`config.mk`:
```
export PLATFORM = sky130hd
export DESIGN_NAME = panel_key_press_filter_unit
export DESIGN_NICKNAME = d
export VERILOG_FILES = /design/src/hw/rtl/kpf_pkg.sv /design/src/hw/rtl/kpf_core.sv /design/src/hw/rtl/panel_key_press_filter_unit.sv
export SDC_FILE = /design/constraint.sdc
export NUM_CORES = 1
export LEC_CHECK = 0
export BUFFER_PORTS_ARGS = -buffer_cell sky130_fd_sc_hd__buf_4
export CORE_ASPECT_RATIO = 1.75
export CORE_MARGIN = 4
export CORE_UTILIZATION = 25
export DETAILED_ROUTE_END_ITERATION = 10
export GPL_ROUTABILITY_DRIVEN = 1
export PLACE_DENSITY_LB_ADDON = 0.2
export SETUP_SLACK_MARGIN = 0.4
export SKIP_LAST_GASP = 1
export SYNTH_ARGS = -nofsm -noshare
export SYNTH_HDL_FRONTEND = slang
export SYNTH_HIERARCHICAL = 1
export SYNTH_SLANG_ARGS = --single-unit
```
`constraint.sdc`:
```
create_clock -name i_clk -period 6.1 [get_ports i_clk]
set_input_delay 0.305 -clock i_clk [delete_from_list [all_inputs] [get_ports i_clk]]
set_output_delay 0.305 -clock i_clk [all_outputs]
set_load 0.05 [all_outputs]
```
`src/hw/rtl/kpf_pkg.sv`:
```
`timescale 1ns / 1ps
`default_nettype none

package kpf_pkg;

    localparam int unsigned KeyWidth   = 8;
    localparam int unsigned CountWidth = 4;
    localparam int unsigned ScanWidth  = 32;

    localparam logic [CountWidth-1:0] REQUIRED_READS_RESET = 4'd3;
    localparam logic [KeyWidth-1:0]   ALLOWED_KEYS_RESET   = 8'hFD;

    typedef enum logic [1:0] {
        CFG_REQUIRED_READS = 2'd0,
        CFG_ALLOWED_KEYS   = 2'd1
    } t_cfg_index;

    typedef struct packed {
        logic [CountWidth-1:0] required_reads;
        logic [KeyWidth-1:0]   allowed_single_keys;
    } t_kpf_cfg;

    typedef struct packed {
        logic [KeyWidth-1:0] accepted_keys;
        logic [KeyWidth-1:0] new_press;
    } t_kpf_result;

    // bits 0 and 4 of each byte, byte a lands highest in each nibble
    function automatic logic [KeyWidth-1:0] pack_mask(input logic [ScanWidth-1:0] scan);
        logic [7:0] a;
        logic [7:0] b;
        logic [7:0] c;
        logic [7:0] d;
        a = scan[7:0];
        b = scan[15:8];
        c = scan[23:16];
        d = scan[31:24];
        return {a[4], b[4], c[4], d[4], a[0], b[0], c[0], d[0]};
    endfunction

    // all released, or a single allowed key
    function automatic logic mask_valid(input logic [KeyWidth-1:0] m,
                                        input logic [KeyWidth-1:0] allowed);
        logic [KeyWidth-1:0] m_dec;
        m_dec = m - KeyWidth'(1);
        if (m == '0) begin
            return 1'b1;
        end
        return ((m & m_dec) == '0) && ((m & allowed) != '0);
    endfunction

endpackage

`default_nettype wire

```
`src/hw/rtl/kpf_core.sv`:
```
`timescale 1ns / 1ps
`default_nettype none

module kpf_core
    import kpf_pkg::*;
(
    input  wire logic                 i_clk,
    input  wire logic                 i_rst_n,
    input  wire logic                 i_fire,
    input  wire logic [ScanWidth-1:0] i_scan,
    input  wire t_kpf_cfg             i_cfg,
    output t_kpf_result               o_result
);

    logic [KeyWidth-1:0]   r_candidate;
    logic [CountWidth-1:0] r_count;
    logic [KeyWidth-1:0]   r_trusted;

    logic [KeyWidth-1:0]   n_candidate;
    logic [CountWidth-1:0] n_count;
    logic [KeyWidth-1:0]   n_trusted;

    logic [KeyWidth-1:0]   mask;
    logic                  valid;
    logic                  take;

    always_comb begin
        mask        = pack_mask(i_scan);
        valid       = mask_valid(mask, i_cfg.allowed_single_keys);
        n_candidate = r_candidate;
        n_count     = r_count;
        n_trusted   = r_trusted;
        o_result    = '{accepted_keys: r_trusted, new_press: '0};
        take        = 1'b0;
        if (valid) begin
            if (mask != r_candidate) begin
                n_candidate = mask;
                n_count     = CountWidth'(1);
            end else if (r_count < i_cfg.required_reads) begin
                n_count = r_count + CountWidth'(1);
            end
            take = (n_count >= i_cfg.required_reads) && (mask != r_trusted);
            if (take) begin
                n_trusted = mask;
                o_result.accepted_keys = mask;
                // a press only counts when coming from all released
                if (r_trusted == '0) begin
                    o_result.new_press = mask;
                end
            end
        end
    end

    always_ff @(posedge i_clk) begin
        if (!i_rst_n) begin
            r_candidate <= '0;
            r_count     <= '0;
            r_trusted   <= '0;
        end else if (i_fire) begin
            r_candidate <= n_candidate;
            r_count     <= n_count;
            r_trusted   <= n_trusted;
        end
    end

    a_invalid_holds_state: assert property (@(posedge i_clk) disable iff (!i_rst_n)
        (i_fire && !valid) |=>
            ($stable(r_candidate) && $stable(r_count) && $stable(r_trusted)))
        else $error("invalid scan changed debounce state");

    a_trusted_only_on_fire: assert property (@(posedge i_clk) disable iff (!i_rst_n)
        !i_fire |=> $stable(r_trusted))
        else $error("trusted keys changed without a scan");

    a_press_from_release: assert property (@(posedge i_clk) disable iff (!i_rst_n)
        (o_result.new_press != '0) |-> (r_trusted == '0))
        else $error("press reported while a key was already held");

    a_trusted_single_key: assert property (@(posedge i_clk) disable iff (!i_rst_n)
        (r_trusted != '0) |-> $onehot(r_trusted))
        else $error("trusted keys hold more than one key");

    a_candidate_single_key: assert property (@(posedge i_clk) disable iff (!i_rst_n)
        (r_candidate != '0) |-> $onehot(r_candidate))
        else $error("candidate keys hold more than one key");

endmodule

`default_nettype wire

```
`src/hw/rtl/panel_key_press_filter_unit.sv`:
```
`timescale 1ns / 1ps
`default_nettype none

// Key press filter: each scan request on s_axis (four raw key bytes) yields exactly one
// result on m_axis carrying the new press mask and the debounced key mask. One scan can
// be taken every clock while m_axis is not stalled; a taken scan is held in the input
// register, which feeds the debounce compare-and-count update straight into the result
// register. The debounce state update is what sets this rate. The config channel is
// always ready: index 0 sets required_reads (low 4 data bits), index 1 sets
// allowed_single_keys; other indexes are ignored. Write config only while idle.
module panel_key_press_filter_unit
    import kpf_pkg::*;
(
    input  wire logic                   i_clk,
    input  wire logic                   i_rst_n,
    input  wire logic                   s_axis_tvalid,
    output logic                        s_axis_tready,
    // key_byte_a [7:0], key_byte_b [15:8], key_byte_c [23:16], key_byte_d [31:24]
    input  wire logic [ScanWidth-1:0]   s_axis_tdata,
    output logic                        m_axis_tvalid,
    input  wire logic                   m_axis_tready,
    // new_press [7:0], accepted_keys [15:8]
    output logic [2*KeyWidth-1:0]       m_axis_tdata,
    input  wire logic                   i_cfg_valid,
    output logic                        o_cfg_ready,
    input  wire logic [1:0]             i_cfg_index,
    input  wire logic [KeyWidth-1:0]    i_cfg_data
);

    logic                 r_in_valid;
    logic [ScanWidth-1:0] r_in_scan;
    logic                 r_out_valid;
    t_kpf_result          r_out_result;
    t_kpf_cfg             r_cfg;

    logic                 advance;
    t_kpf_result          result;

    assign advance       = r_in_valid && (!r_out_valid || m_axis_tready);
    assign s_axis_tready = !r_in_valid || advance;
    assign o_cfg_ready   = 1'b1;
    assign m_axis_tvalid = r_out_valid;
    assign m_axis_tdata  = {r_out_result.accepted_keys, r_out_result.new_press};

    kpf_core u_core (
        .i_clk    (i_clk),
        .i_rst_n  (i_rst_n),
        .i_fire   (advance),
        .i_scan   (r_in_scan),
        .i_cfg    (r_cfg),
        .o_result (result)
    );

    always_ff @(posedge i_clk) begin
        if (!i_rst_n) begin
            r_in_valid  <= 1'b0;
            r_out_valid <= 1'b0;
            r_cfg       <= '{required_reads: REQUIRED_READS_RESET,
                             allowed_single_keys: ALLOWED_KEYS_RESET};
        end else begin
            if (s_axis_tready) begin
                r_in_valid <= s_axis_tvalid;
            end
            if (advance) begin
                r_out_valid <= 1'b1;
            end else if (m_axis_tready) begin
                r_out_valid <= 1'b0;
            end
            if (i_cfg_valid) begin
                if (i_cfg_index == CFG_REQUIRED_READS) begin
                    r_cfg.required_reads <= i_cfg_data[CountWidth-1:0];
                end else if (i_cfg_index == CFG_ALLOWED_KEYS) begin
                    r_cfg.allowed_single_keys <= i_cfg_data;
                end
            end
        end
    end

    always_ff @(posedge i_clk) begin
        if (s_axis_tready && s_axis_tvalid) begin
            r_in_scan <= s_axis_tdata;
        end
        if (advance) begin
            r_out_result <= result;
        end
    end

endmodule

`default_nettype wire
```
After elaboration in Yosys (flattened, before gate mapping):

Index checks and enable logic that the tools add are counted.
Widths: inputs -> output; s select.

* bits of input ports: 47
* output and inout bits: 19
* bits in registers: 79
* logic and storage cells: 51

* reductions and logical operators: 20
* $add $sub $neg: 2
* bitwise logic cells: 3
* equal/unequal tests: 3
* mux-type cells: 11
* $lt $le $gt $ge: 2

Operators by type and width (number)
* $mux 16: 2
* $logic_not 8->1: 3
* $and 8x8->8: 2
* $ne 8x8->1: 2
* $mux 4: 3
* $reduce_and 3->1: 4
* $mux 8: 1
* $reduce_bool 8->1: 1
* $sub 8x1->8 const B: 1
* $mux 1: 5
* $add 4x1->4 const B: 1
* $ge 4x4->1: 1
* $logic_and 1x1->1: 4
* $lt 4x4->1: 1
* $reduce_and 2->1: 2
* $eq 2x1->1 const B: 1
* $logic_not 1->1: 2
* $logic_not 2->1: 1
* $logic_or 1x1->1: 2
* $reduce_bool 2->1: 1
* $not 1->1: 1

Logic depth before layout (Yosys ltp):

Gate-level depths: netlist of run 1.

* depth after elaboration: 10
* mapped depth: 15
* gate-level depth less buffers: 14

By module:

The synthesis of run 1 kept the hierarchy.

Modules (own cells, without submodules)
* panel_key_press_filter_unit: sequential area each 1721.7 sq um, cells an instance 113, area each 2075.7 sq um, instances 1
* kpf_core: sequential area each 400.4 sq um, cells an instance 183, area each 1530.2 sq um, instances 1

Least setup slack after synthesis of run 1:

No wires, ideal clock.

* path type: flip-flop to flip-flop
* start: reg r_cfg[9] (netlist bit)
* end: reg r_out_result (netlist bit m_axis_tdata[10]), data pin
* slack: 3196 ps
* data arrival time: 2644 ps
* library setup time: 260 ps
* path buffers: 0
* clock period less this slack: 2904 ps
* stages on the path, launching flop included: 13
* data required time: 5840 ps
* cell sequence: dfxtp_1 -> inv_1 -> ha_1 -> a2111o_1 -> nand2_1 -> xor2_1 -> nor2_1 -> ha_1 -> nand2b_1 -> a211oi_1 -> o21bai_1 -> nand4_4 -> mux2_2

RTL lines
* start: declaration: RTL line panel_key_press_filter_unit.sv:34 `t_kpf_cfg r_cfg;`
* start signal: assignment: RTL line panel_key_press_filter_unit.sv:58 `r_cfg <= '{required_reads: REQUIRED_READS_RESET,`
* end signal: assignment: RTL line panel_key_press_filter_unit.sv:84 `r_out_result <= result;`
* end: declaration: RTL line panel_key_press_filter_unit.sv:33 `t_kpf_result r_out_result;`

Worst setup path after layout of run 1:

* start: reg r_in_scan[20]
* end: reg u_core.r_trusted[3]

* cells in the longest elaborated chain, start to end: 6

Ends and longest elaborated chain
* start: declaration: RTL line panel_key_press_filter_unit.sv:31 `logic [ScanWidth-1:0] r_in_scan;`
* start signal: assignment: RTL line panel_key_press_filter_unit.sv:81 `r_in_scan <= s_axis_tdata;`
* $sub 8x1->8 or $ne 8x8->1 (tied branches): RTL line kpf_pkg.sv:45, kpf_core.sv:36
* $and 8x8->8 or $mux 4 (tied branches): RTL line kpf_pkg.sv:49, kpf_core.sv:36
* $logic_not 8->1 or $mux 4 (tied branches): RTL line kpf_pkg.sv:49, kpf_core.sv:35
* $logic_and 1x1->1 or $ge 4x4->1 (tied branches): RTL line kpf_pkg.sv:49, kpf_core.sv:42
* $mux 1 or $logic_and 1x1->1 (tied branches): RTL line kpf_pkg.sv:49, kpf_core.sv:42
* $reduce_and 3->1 (no line) (*)
* end signal: assignment: RTL line kpf_core.sv:62 `r_trusted <= n_trusted;`
* end: declaration: RTL line kpf_core.sv:17 `logic [KeyWidth-1:0] r_trusted;`

Every way passes the cells marked *; elsewhere a longest branch is shown, timed or not. The select of a mux whose other input is x is not followed.
A chain may end at the register's enable or synchronous reset.

==> results of run 1 <==
-- final cells by class --
| cell class | instances | area, um^2 | share of cell area, % |
|---|---|---|---|
| timing repair buffer | 42 | 315 | 8.89 |
| clock inverter | 7 | 77.6 | 2.19 |
| inverter | 12 | 45.0 | 1.27 |
| sequential | 58 | 1400 | 39.5 |
| tap | 132 | 165 | 4.65 |
| clock buffer | 9 | 225 | 6.35 |
| multi-input combinational | 182 | 1320 | 37.2 |
-- cells in the final DEF, fill, tap and decap left out, types with 9 or more instances in the layout --
cell / n
clkbuf_16: 9
nand3_1: 9
inv_1: 12
mux2i_1: 13
buf_4: 42
o21ai_0: 14
edfxtp_1: 24
xor2_1: 19
dfxtp_1: 34
nand2_1: 29
-- worst max-delay path by stage --
| stage | slack, ns | cells after the start | end | startpoint |
|---|---|---|---|---|
| after detailed placement | 2.70 | 11 | u_core/r_trusted[3]$_SDFFE_PN0P_ | r_in_scan[20]$_DFFE_PP_ |
| final | 2.76 | 11 | u_core/r_trusted[3]$_SDFFE_PN0P_ | r_in_scan[20]$_DFFE_PP_ |
| after global routing | 2.34 | 11 | u_core/r_trusted[1]$_SDFFE_PN0P_ | r_in_scan[20]$_DFFE_PP_ |
| after floorplan | 3.20 | 12 | m_axis_tdata[10]$_DFFE_PP_ | r_cfg[9]$_SDFFE_PN1P_ |
| after global placement | 2.72 | 11 | u_core/r_trusted[1]$_SDFFE_PN0P_ | r_in_scan[20]$_DFFE_PP_ |
| after CTS | 2.66 | 11 | u_core/r_trusted[3]$_SDFFE_PN0P_ | r_in_scan[20]$_DFFE_PP_ |
-- registers in the layout, indices dropped and copies added, names as in the netlist --
signal,cells
r_in_valid,1
m_axis_tvalid,1
u_core/r_candidate,8
u_core/r_count,4
m_axis_tdata,16
r_in_scan,8
r_cfg,12
u_core/r_trusted,8
-- stage by stage --
stage          instances  utilization (%)
3_3_place_gp         426             28.9
4_1_cts              442             31.6
2_1_floorplan        272                -
3_5_place_dp         426             28.9
6_report             442             31.6
5_1_grt              442             31.6
-- routing by layer --
| layer | share of wire, % | up-vias | routed length, um |
|---|---|---|---|
| met4 | 2.2 | 0 | 139 |
| met3 | 3.3 | 9 | 211 |
| met1 | 37 | 965 | 2360 |
| li1 | - | 1045 | - |
| met2 | 57 | 36 | 3620 |
| met5 | 0 | - | 0 |
-- worst register-to-register path, stage by stage (launching register included) --
cell	delay [ns]
edfxtp_1	0.59
xor2_1	0.22
nor4_1	0.30
nand2_1	0.32
nor2_1	0.19
ha_1	0.23
nand2b_1	0.14
a211oi_1	0.24
o21bai_1	0.15
nand4_4	0.20
or2_1	0.42
mux2i_1	0.24
-- power by group --
part / internal (W) / leakage (nW) / switching (W)
logic: 0.0000290 / 0.841 / 0.0000439
clock network: 0.000318 / 0.146 / 0.000181
registers: 0.000416 / 0.510 / 0.0000121
==> results.md, run 1 <==
* Core Rows at 51
* CP top delay family: simple AND/OR/NAND/NOR gates
* TritonCTS Buffers at 9
* Tot GR Track Use at 10.4%
* FF-to-FF setup slack at 2.76 ns
* Max stage delay on crit path at 0.59 ns
* First-pass GRT wire length at 10,500 um
* Effective utilization at floorplan at 25.7%
* Post-place setup slack at 2.70 ns
* Critical path peak fanout at 12
* RSZ-0062 raised after global routing: false
* CP Cell Sequence: xor2_1, nor4_1, nand2_1, nor2_1, ha_1, nand2b_1, a211oi_1, o21bai_1, nand4_4, or2_1, mux2i_1
* Final hold violation count at 0
* Vias in the first global route at 2,107
* Status: completed
* Setup ws final at 2.76 ns
* Met1 usage at 10.4%
* Fin nets at 360
* DR WL/cell at 14.3 um
* Critical Path Source Type: flip-flop
* Post-synthesis cell count at 272
* Synthesized net count at 327
* R2r endpoint: u_core/r_trusted[3]$_SDFFE_PN0P_
* WHS at 0.152 ns
* Rel. slew slack at 46.4%
* Setup Fix Bufs, Post-CTS at 0
* Post-CTS Hold Buffers at 0
* Layout area overhead at 23.0%
* Slowest-stage cell, CP: edfxtp_1
* Leak at 1.50 nW
* CTS Buffer Depth at 2
* Final setup viols at 0
* Setup TNS at 0 ns
* Vias per inst at 4.65
* Clk slew on worst S/H paths at 0.06 ns
* Slew @ Worst Pin at 0.804 ns
* Post-Syn Area per Cell at 10.6 um^2
* Die height at 150 um
* # fillers at 1,158
* Period minus WS final at 3.34 ns
* Worst reg2reg path depth at 11
* Vias at 2,055
* Setup CP Type: reg -> reg
* Worst r2r src: r_in_scan[20]$_DFFE_PP_
* Hold path cells at 1
* Worst Path Buf+Inv at 0
* Placed cell area at 0.00325 mm^2
* Min-delay src: s_axis_tdata[8]
* Clock sinks at 58
* Hold Path Class: in -> reg
* Core Box Area at 0.0112 mm^2
* Most used routing layer in global routing: met2
* Fin Clk Skew at 0.00535 ns
* Met2 usage at 19.5%
* Final HPWL DP at 4800 um
* Hold path endpoint: r_in_scan[8]$_DFFE_PP_
* Netlist Area Pre-Place at 0.00289 mm^2
* Max-slew violations at 0
* Pin count of the biggest net entering global routing at 47
* Critical path endpoint category: flip-flop
* Initial antenna violation count at 0
* Overall power at 0.00100 W
* CTS tree: built
* Post-CTS Resized at 0
* Post-Route WL at 6330 um
* Final instance area at 0.00355 mm^2
* Port bufs at 40
* Die extent in x at 89.2 um
* Grt total ovfl at 0
* I/O Pins at 66
* RePlAce Congestion at 0.772
* N_diodes at 0
* Synth warnings at 6
* Req. time, crit path at 6.35 ns
* Layout cells sized above 1 at 24.2%
* Residual DRC at 0
* Fin crit share at 54.8%
* Die area at 0.0134 mm^2
* GR Util met3 at 2.30%
* CTS root buf: clkbuf_16
* Pre-Repair DR Iteration Count at 4
* Worst vdd ir at 128 uV
* Starting DRT DRC Count at 76
* Final ANT Viol Nets at 0
* Critical Path AT at 3.59 ns
* Worst-Skew Late Latency at 0.33 ns
* Max Cap Viol at 0
* PwrDens at 282 mW/mm^2
* H-tree depth at 3
* Achievable Freq at 299 MHz
(Power assumes the default switching activity.)
==> run 2: changes to the inputs <==
Settings changed: ABC_AREA from default to 1.
Clock period 6.1 ns to 3.5 ns, I/O delays scaled along.
==> results.md, run 2 <==
* Status: completed (unchanged)
* Worst vdd ir at 301 uV (was 128 uV)
* CTS root buf: clkbuf_16 (unchanged)
* Core Rows at 53 (was 51)
* Most frequent cells in the layout: nand2_1, nor2_1, buf_4 (was buf_4, dfxtp_1, nand2_1)
* Final instance area at 0.00392 mm^2 (was 0.00355 mm^2)
* Vias in the first global route at 2,491 (was 2,107)
* Period minus WS final at 2.85 ns (was 3.34 ns)
* Effective utilization at floorplan at 25.7% (about the same)
* Placed cell area at 0.00351 mm^2 (was 0.00325 mm^2)
* Final HPWL DP at 5360 um (was 4800 um)
* Vias at 2,653 (was 2,055)
* Critical path endpoint category: flip-flop (unchanged)
* RePlAce Congestion at 0.803 (was 0.772)
* Critical Path AT at 2.91 ns (was 3.59 ns)
* Min-delay src: s_axis_tdata[16] (was s_axis_tdata[8])
* Achievable Freq at 351 MHz (was 299 MHz)
* Most common cell after layout, fill and taps aside: nand2_1 (was buf_4)
* Crit-path most repeated cell: nand2_1
* Leak at 1.81 nW (was 1.50 nW)
* Vias per inst at 4.29 (was 4.65)
* Die area at 0.0143 mm^2 (was 0.0134 mm^2)
* Critical path peak fanout at 22 (was 12)
* Worst Setup EP: m_axis_tdata[8]$_DFFE_PP_ (was u_core/r_trusted[3]$_SDFFE_PN0P_)
* Worst path depth at 17 (was 11)
* Max-slew violations at 0 (unchanged)
* Max stage delay on crit path at 0.33 ns (was 0.59 ns)
* CTS tree: built (unchanged)
* Final hold violation count at 0 (unchanged)
* Worst reg2reg path depth at 17 (was 11)
* PwrDens at 485 mW/mm^2 (was 282 mW/mm^2)
* I/O Pins at 66 (unchanged)
* Starting DRT DRC Count at 123 (was 76)
* Synth warnings at 6 (unchanged)
* Setup ws final at 0.649 ns (was 2.76 ns)
* Req. time, crit path at 3.56 ns (was 6.35 ns)
* Setup CP Type: reg -> reg (unchanged)
* Post-CTS Hold Buffers at 0 (unchanged)
* Fin crit share at 81.5% (was 54.8%)
* Clk slew on worst S/H paths at 0.05 ns (was 0.06 ns)
* Port bufs at 40 (unchanged)
* Critical Path Source Type: flip-flop (unchanged)
* # fillers at 1,326 (was 1,158)
* Residual DRC at 0 (unchanged)
* Final ANT Viol Nets at 0 (unchanged)
* Core Box Area at 0.0121 mm^2 (was 0.0112 mm^2)
* Synthesized net count at 455 (was 327)
* Worst Path Buf+Inv at 3 (was 0)
* Max Cap Viol at 0 (unchanged)
* Worst r2r src: r_cfg[9]$_SDFFE_PN1P_ (was r_in_scan[20]$_DFFE_PP_)
* Pin count of the biggest net entering global routing at 34 (was 47)
* Fin Clk Skew at 0.00498 ns (was 0.00535 ns)
* Pre-Repair DR Iteration Count at 4 (unchanged)
* FF-to-FF setup slack at 0.65 ns (was 2.76 ns)
* Tot GR Track Use at 10.5% (was 10.4%)
* Netlist Area Pre-Place at 0.00310 mm^2 (was 0.00289 mm^2)
* Rel. slew slack at 56.6% (was 46.4%)
* Slowest-stage cell, CP: dfxtp_1 (was edfxtp_1)
* CP Cell Sequence: inv_1, ha_1, a21boi_0, o21bai_1, nand2_1, inv_1, nand3_1, and3_1, ha_1, nand2_1, o21ai_0, nor2_1, nor2_2, buf_4, nand2_8, nand2_1, o21ai_0 (was xor2_1, nor4_1, nand2_1, nor2_1, ha_1, nand2b_1, a211oi_1, o21bai_1, nand4_4, or2_1, mux2i_1)
* Die height at 155 um (was 150 um)
* Beginning of the critical path: r_cfg[9]$_SDFFE_PN1P_ (was r_in_scan[20]$_DFFE_PP_)
* Fin cells at 618 (was 442)
* Hold Path Class: in -> reg (unchanged)
* CP top delay family: simple AND/OR/NAND/NOR gates (unchanged)
* Post-place setup slack at 0.463 ns (was 2.70 ns)
* CTS Buffer Depth at 2 (unchanged)
* Clock sinks at 58 (unchanged)
* First-pass GRT wire length at 11,600 um (was 10,500 um)
* TritonCTS Buffers at 9 (unchanged)
* Post-Route WL at 7080 um (was 6330 um)
* Grt total ovfl at 0 (unchanged)
* Placed Instances at 594 (was 426)
* Max reg flops at 16 (unchanged)
* Setup TNS at 0 ns (unchanged)
* Layout cells sized above 1 at 20.3% (was 24.2%)
* N_diodes at 0 (unchanged)
* H-tree depth at 3 (unchanged)
* Slew @ Worst Pin at 0.651 ns (was 0.804 ns)
* DR WL/cell at 11.5 um (was 14.3 um)
* Initial antenna violation count at 0 (unchanged)
* Final setup viols at 0 (unchanged)
* Die extent in x at 92.2 um (was 89.2 um)
* Layout area overhead at 26.4% (was 23.0%)
* Overall power at 0.00190 W (was 0.00100 W)
* Worst-Skew Late Latency at 0.33 ns (about the same)
* Post-Syn Area per Cell at 7.76 um^2 (was 10.6 um^2)
* R2r endpoint: m_axis_tdata[8]$_DFFE_PP_ (was u_core/r_trusted[3]$_SDFFE_PN0P_)
* RSZ-0062 raised after global routing: true (was false)
* Post-synthesis cell count at 400 (was 272)
* Fin nets at 503 (was 360)
==> run 2: metal layers <==
metal,routed length [um],GRT usage [%],vias up
met2,3740,18.5,55
li1,-,-,1388
met5,0,0,-
met4,234,7.30,0
met1,2790,10.6,1198
met3,315,2.52,12
==> run 2: power by group <==
group	leakage (nW)	switching, W	internal (W)
Combinational	1.13	0.000115	0.0000645
Sequential	0.510	0.0000146	0.000727
Clock	0.166	0.000292	0.000690
==> run 2: worst min-delay path by stage <==
stage          cells after the start                       to  slack [ns]
3_3_place_gp                       1  r_in_scan[20]$_DFFE_PP_        0.35
3_5_place_dp                       1  r_in_scan[28]$_DFFE_PP_        0.35
6_report                           1  r_in_scan[16]$_DFFE_PP_        0.02
4_1_cts                            1  r_in_scan[16]$_DFFE_PP_       0.004
5_1_grt                            1  r_in_scan[24]$_DFFE_PP_        0.01
2_1_floorplan                      0   r_in_scan[0]$_DFFE_PP_        0.27
==> run 2: through the flow <==
step | hold WS (ns) | util (%)
CTS | 0.00386 | 31.8
global placement | 0.354 | 29.0
floorplan | 0.274 | -
detailed placement | 0.354 | 29.0
finish | 0.0236 | 32.5
global route | 0.00990 | 32.5
==> run 2: area by class of cell <==
class / instances / area [um^2] / share of cell area [%]
multi-input cells: 282 / 1410 / 36.0
inverters: 44 / 165 / 4.21
flip-flops and latches: 58 / 1400 / 35.7
clock inverters: 6 / 105 / 2.68
well taps: 165 / 206 / 5.26
repair buffers: 53 / 402 / 10.2
clock buffers: 10 / 229 / 5.84
==> run 2: timing repair <==
action	4_1_cts	5_1_grt
endpoints found under the hold margin	0	0
setup buffers	0	8
setup endpoints to repair	0	24
resized for setup	0	6
==> run 3: changes to the inputs <==
Clock period 3.5 ns to 2.98 ns, I/O delays scaled along.
==> results.md, run 3 (synthesis results as in run 2) <==
* Core Box Area at 0.0121 mm^2 (unchanged)
* RSZ-0062 raised after global routing: true (unchanged)
* Tot GR Track Use at 10.7% (was 10.5%)
* Post-Route WL at 7380 um (was 7080 um)
* Vias per inst at 4.24 (was 4.29)
* P_sw at 0.000493 W (was 0.000421 W)
* CTS Buffer Depth at 2 (unchanged)
* Sequential Power Share at 43.2% (was 39.0%)
* Crit-path most repeated cell: nor2_1 (was nand2_1)
* Hold Path Class: in -> reg (unchanged)
* CP Cell Sequence: inv_2, ha_4, a21boi_2, o21bai_1, nand2_2, buf_6, nor2_4, nor2_4, ha_4, inv_2, nor2_1, nor2_1, o21ai_2, nor2_2, nor2_2, buf_6, buf_4, buf_4, nand4_1, nand2_1, nor2_1 (was inv_1, ha_1, a21boi_0, o21bai_1, nand2_1, inv_1, nand3_1, and3_1, ha_1, nand2_1, o21ai_0, nor2_1, nor2_2, buf_4, nand2_8, nand2_1, o21ai_0)
* Leak at 1.92 nW (was 1.81 nW)
* Util after Layout at 34.9% (was 32.5%)
* Layout area overhead at 35.7% (was 26.4%)
* Achievable Freq at 362 MHz (was 351 MHz)
* Req. time, crit path at 3.20 ns (was 3.56 ns)
* Most used routing layer in global routing: met2 (unchanged)
* TritonCTS Buffers at 9 (unchanged)
* Max reg flops at 16 (unchanged)
* Max stage delay on crit path at 0.32 ns (was 0.33 ns)
* Met1 usage at 11.2% (was 10.6%)
* Final HPWL DP at 5410 um (was 5360 um)
* Critical Path Source Type: flip-flop (unchanged)
* GR Util met3 at 1.60% (was 2.52%)
* Worst Path Buf+Inv at 6 (was 3)
* Clock sinks at 58 (unchanged)
* WHS at 0.0187 ns (was 0.0236 ns)
* Critical Path AT at 2.98 ns (was 2.91 ns)
* Core Rows at 53 (unchanged)
* Met2 usage at 19.8% (was 18.5%)
* Pin count of the biggest net entering global routing at 34 (unchanged)
* Max-slew violations at 0 (unchanged)
* Die height at 155 um (unchanged)
* Final ANT Viol Nets at 0 (unchanged)
* Critical path endpoint category: flip-flop (unchanged)
* Most frequent cells in the layout: nand2_1, buf_4, nor2_1 (was nand2_1, nor2_1, buf_4)
* Die area at 0.0143 mm^2 (unchanged)
* Fin Clk Skew at 0.0109 ns (was 0.00498 ns)
* PwrDens at 478 mW/mm^2 (was 485 mW/mm^2)
* First-pass GRT wire length at 12,100 um (was 11,600 um)
* Most common cell after layout, fill and taps aside: nand2_1 (unchanged)
* CP top delay family: simple AND/OR/NAND/NOR gates (unchanged)
* Setup CP Type: reg -> reg (unchanged)
* Initial antenna violation count at 0 (unchanged)
* I/O Pins at 66 (unchanged)
* Clk slew on worst S/H paths at 0.05 ns (about the same)
* Effective utilization at floorplan at 25.7% (unchanged)
* RePlAce Congestion at 0.796 (was 0.803)
* Starting DRT DRC Count at 101 (was 123)
* Final setup viols at 0 (unchanged)
* Vias in the first global route at 2,607 (was 2,491)
* Vias at 2,712 (was 2,653)
* Port bufs at 40 (unchanged)
* Fin crit share at 92.7% (was 81.5%)
* Beginning of the critical path: r_cfg[9]$_SDFFE_PN1P_ (unchanged)
* Clock network power share at 44.9% (was 51.6%)
* Slowest-stage cell, CP: dfxtp_2 (was dfxtp_1)
* Residual DRC at 0 (unchanged)
* Critical path peak fanout at 4 (was 22)
* Pre-Repair DR Iteration Count at 4 (unchanged)
* Period minus WS final at 2.76 ns (was 2.85 ns)
* Placed cell area at 0.00362 mm^2 (was 0.00351 mm^2)
* Min-delay src: s_axis_tdata[24] (was s_axis_tdata[16])
* Die extent in x at 92.2 um (unchanged)
* P_int at 0.00152 W (was 0.00148 W)
* Status: completed (unchanged)
* H-tree depth at 3 (unchanged)
* DR WL/cell at 11.5 um (about the same)
* Rel. slew slack at 59.5% (was 56.6%)
* Worst-Skew Late Latency at 0.33 ns (about the same)
* Worst vdd ir at 255 uV (was 301 uV)
* Max Cap Viol at 0 (unchanged)
* CTS tree: built (unchanged)
* Final hold violation count at 0 (unchanged)
* N_diodes at 0 (unchanged)
* Switching share of power at 24.5% (was 22.1%)
* Gate power share at 11.9% (was 9.4%)
* Layout cells sized above 1 at 29.1% (was 20.3%)
* Overall power at 0.00201 W (was 0.00190 W)
* Slew @ Worst Pin at 0.607 ns (was 0.651 ns)
* Worst r2r src: r_cfg[9]$_SDFFE_PN1P_ (unchanged)
* Grt total ovfl at 0 (unchanged)
* Final instance area at 0.00421 mm^2 (was 0.00392 mm^2)
* CTS root buf: clkbuf_16 (unchanged)
* Fin nets at 526 (was 503)
run 3: area by class of cell:
cell class / count / area [um^2]
clock buffers: 11 / 243
clock inverters: 4 / 20.0
fillers: 1314 / 7860
inverters: 44 / 170
multi-input cells: 282 / 1540
flip-flops and latches: 58 / 1410
well taps: 165 / 206
repair buffers: 76 / 626
run 3: per-stage QoR:
step | TNS, ns | instances | worst slack, ns
after CTS | 0 | 632 | 0.254
final | 0 | 640 | 0.216
after global routing | -0.0526 | 640 | -0.0259
after detailed placement | 0 | 607 | 0.0981
after global placement | 0 | 607 | 0.130
after floorplan | 0 | 400 | 0.391
run 3: worst paths after layout:
check | slack (ns) | cells after the start | endpoint
max | 0.22 | 21 | u_core/r_trusted[5]$_SDFFE_PN0P_
min | 0.02 | 1 | r_in_scan[24]$_DFFE_PP_
max reg2reg | 0.22 | 21 | u_core/r_trusted[5]$_SDFFE_PN0P_
min reg2reg | 0.45 | 2 | r_cfg[4]$_SDFFE_PN1P_
run 3: what timing repair did:
| action | in CTS | in global routing |
|---|---|---|
| gates resized for setup | 7 | 38 |
| pin swaps | 17 | 20 |
| hold buffers | 7 | 0 |
| endpoints found under the setup margin | 24 | 24 |
| hold endpoints to repair | 7 | 0 |
| buffers inserted | 3 | 7 |
| cloned | 0 | 1 |
run 3: power groups by stage:
stage / combinational, W / sequential [W] / clock [W]
2_1_floorplan: 0.000116 / 0.000912 / 0
3_3_place_gp: 0.000213 / 0.000886 / 0
3_5_place_dp: 0.000215 / 0.000887 / 0
4_1_cts: 0.000227 / 0.000871 / 0.000932
5_1_grt: 0.000264 / 0.000874 / 0.000971
6_report: 0.000239 / 0.000871 / 0.000904
run 3: metal layers:
layer / share of wire, % / up-vias
met4: 2.5 / 0
li1: - / 1429
met2: 54 / 52
met3: 3.7 / 14
met1: 40 / 1217
met5: 0 / -
run 3: worst reg2reg max path, delay by kind of cell (launching register included):
family	cells	cell delay, ns
DFF	1	0.32
adders and majority gates	2	0.46
AOI/OAI and AO/OA	3	0.43
and+or+nand+nor	10	0.87
buffers and inverters	6	0.59
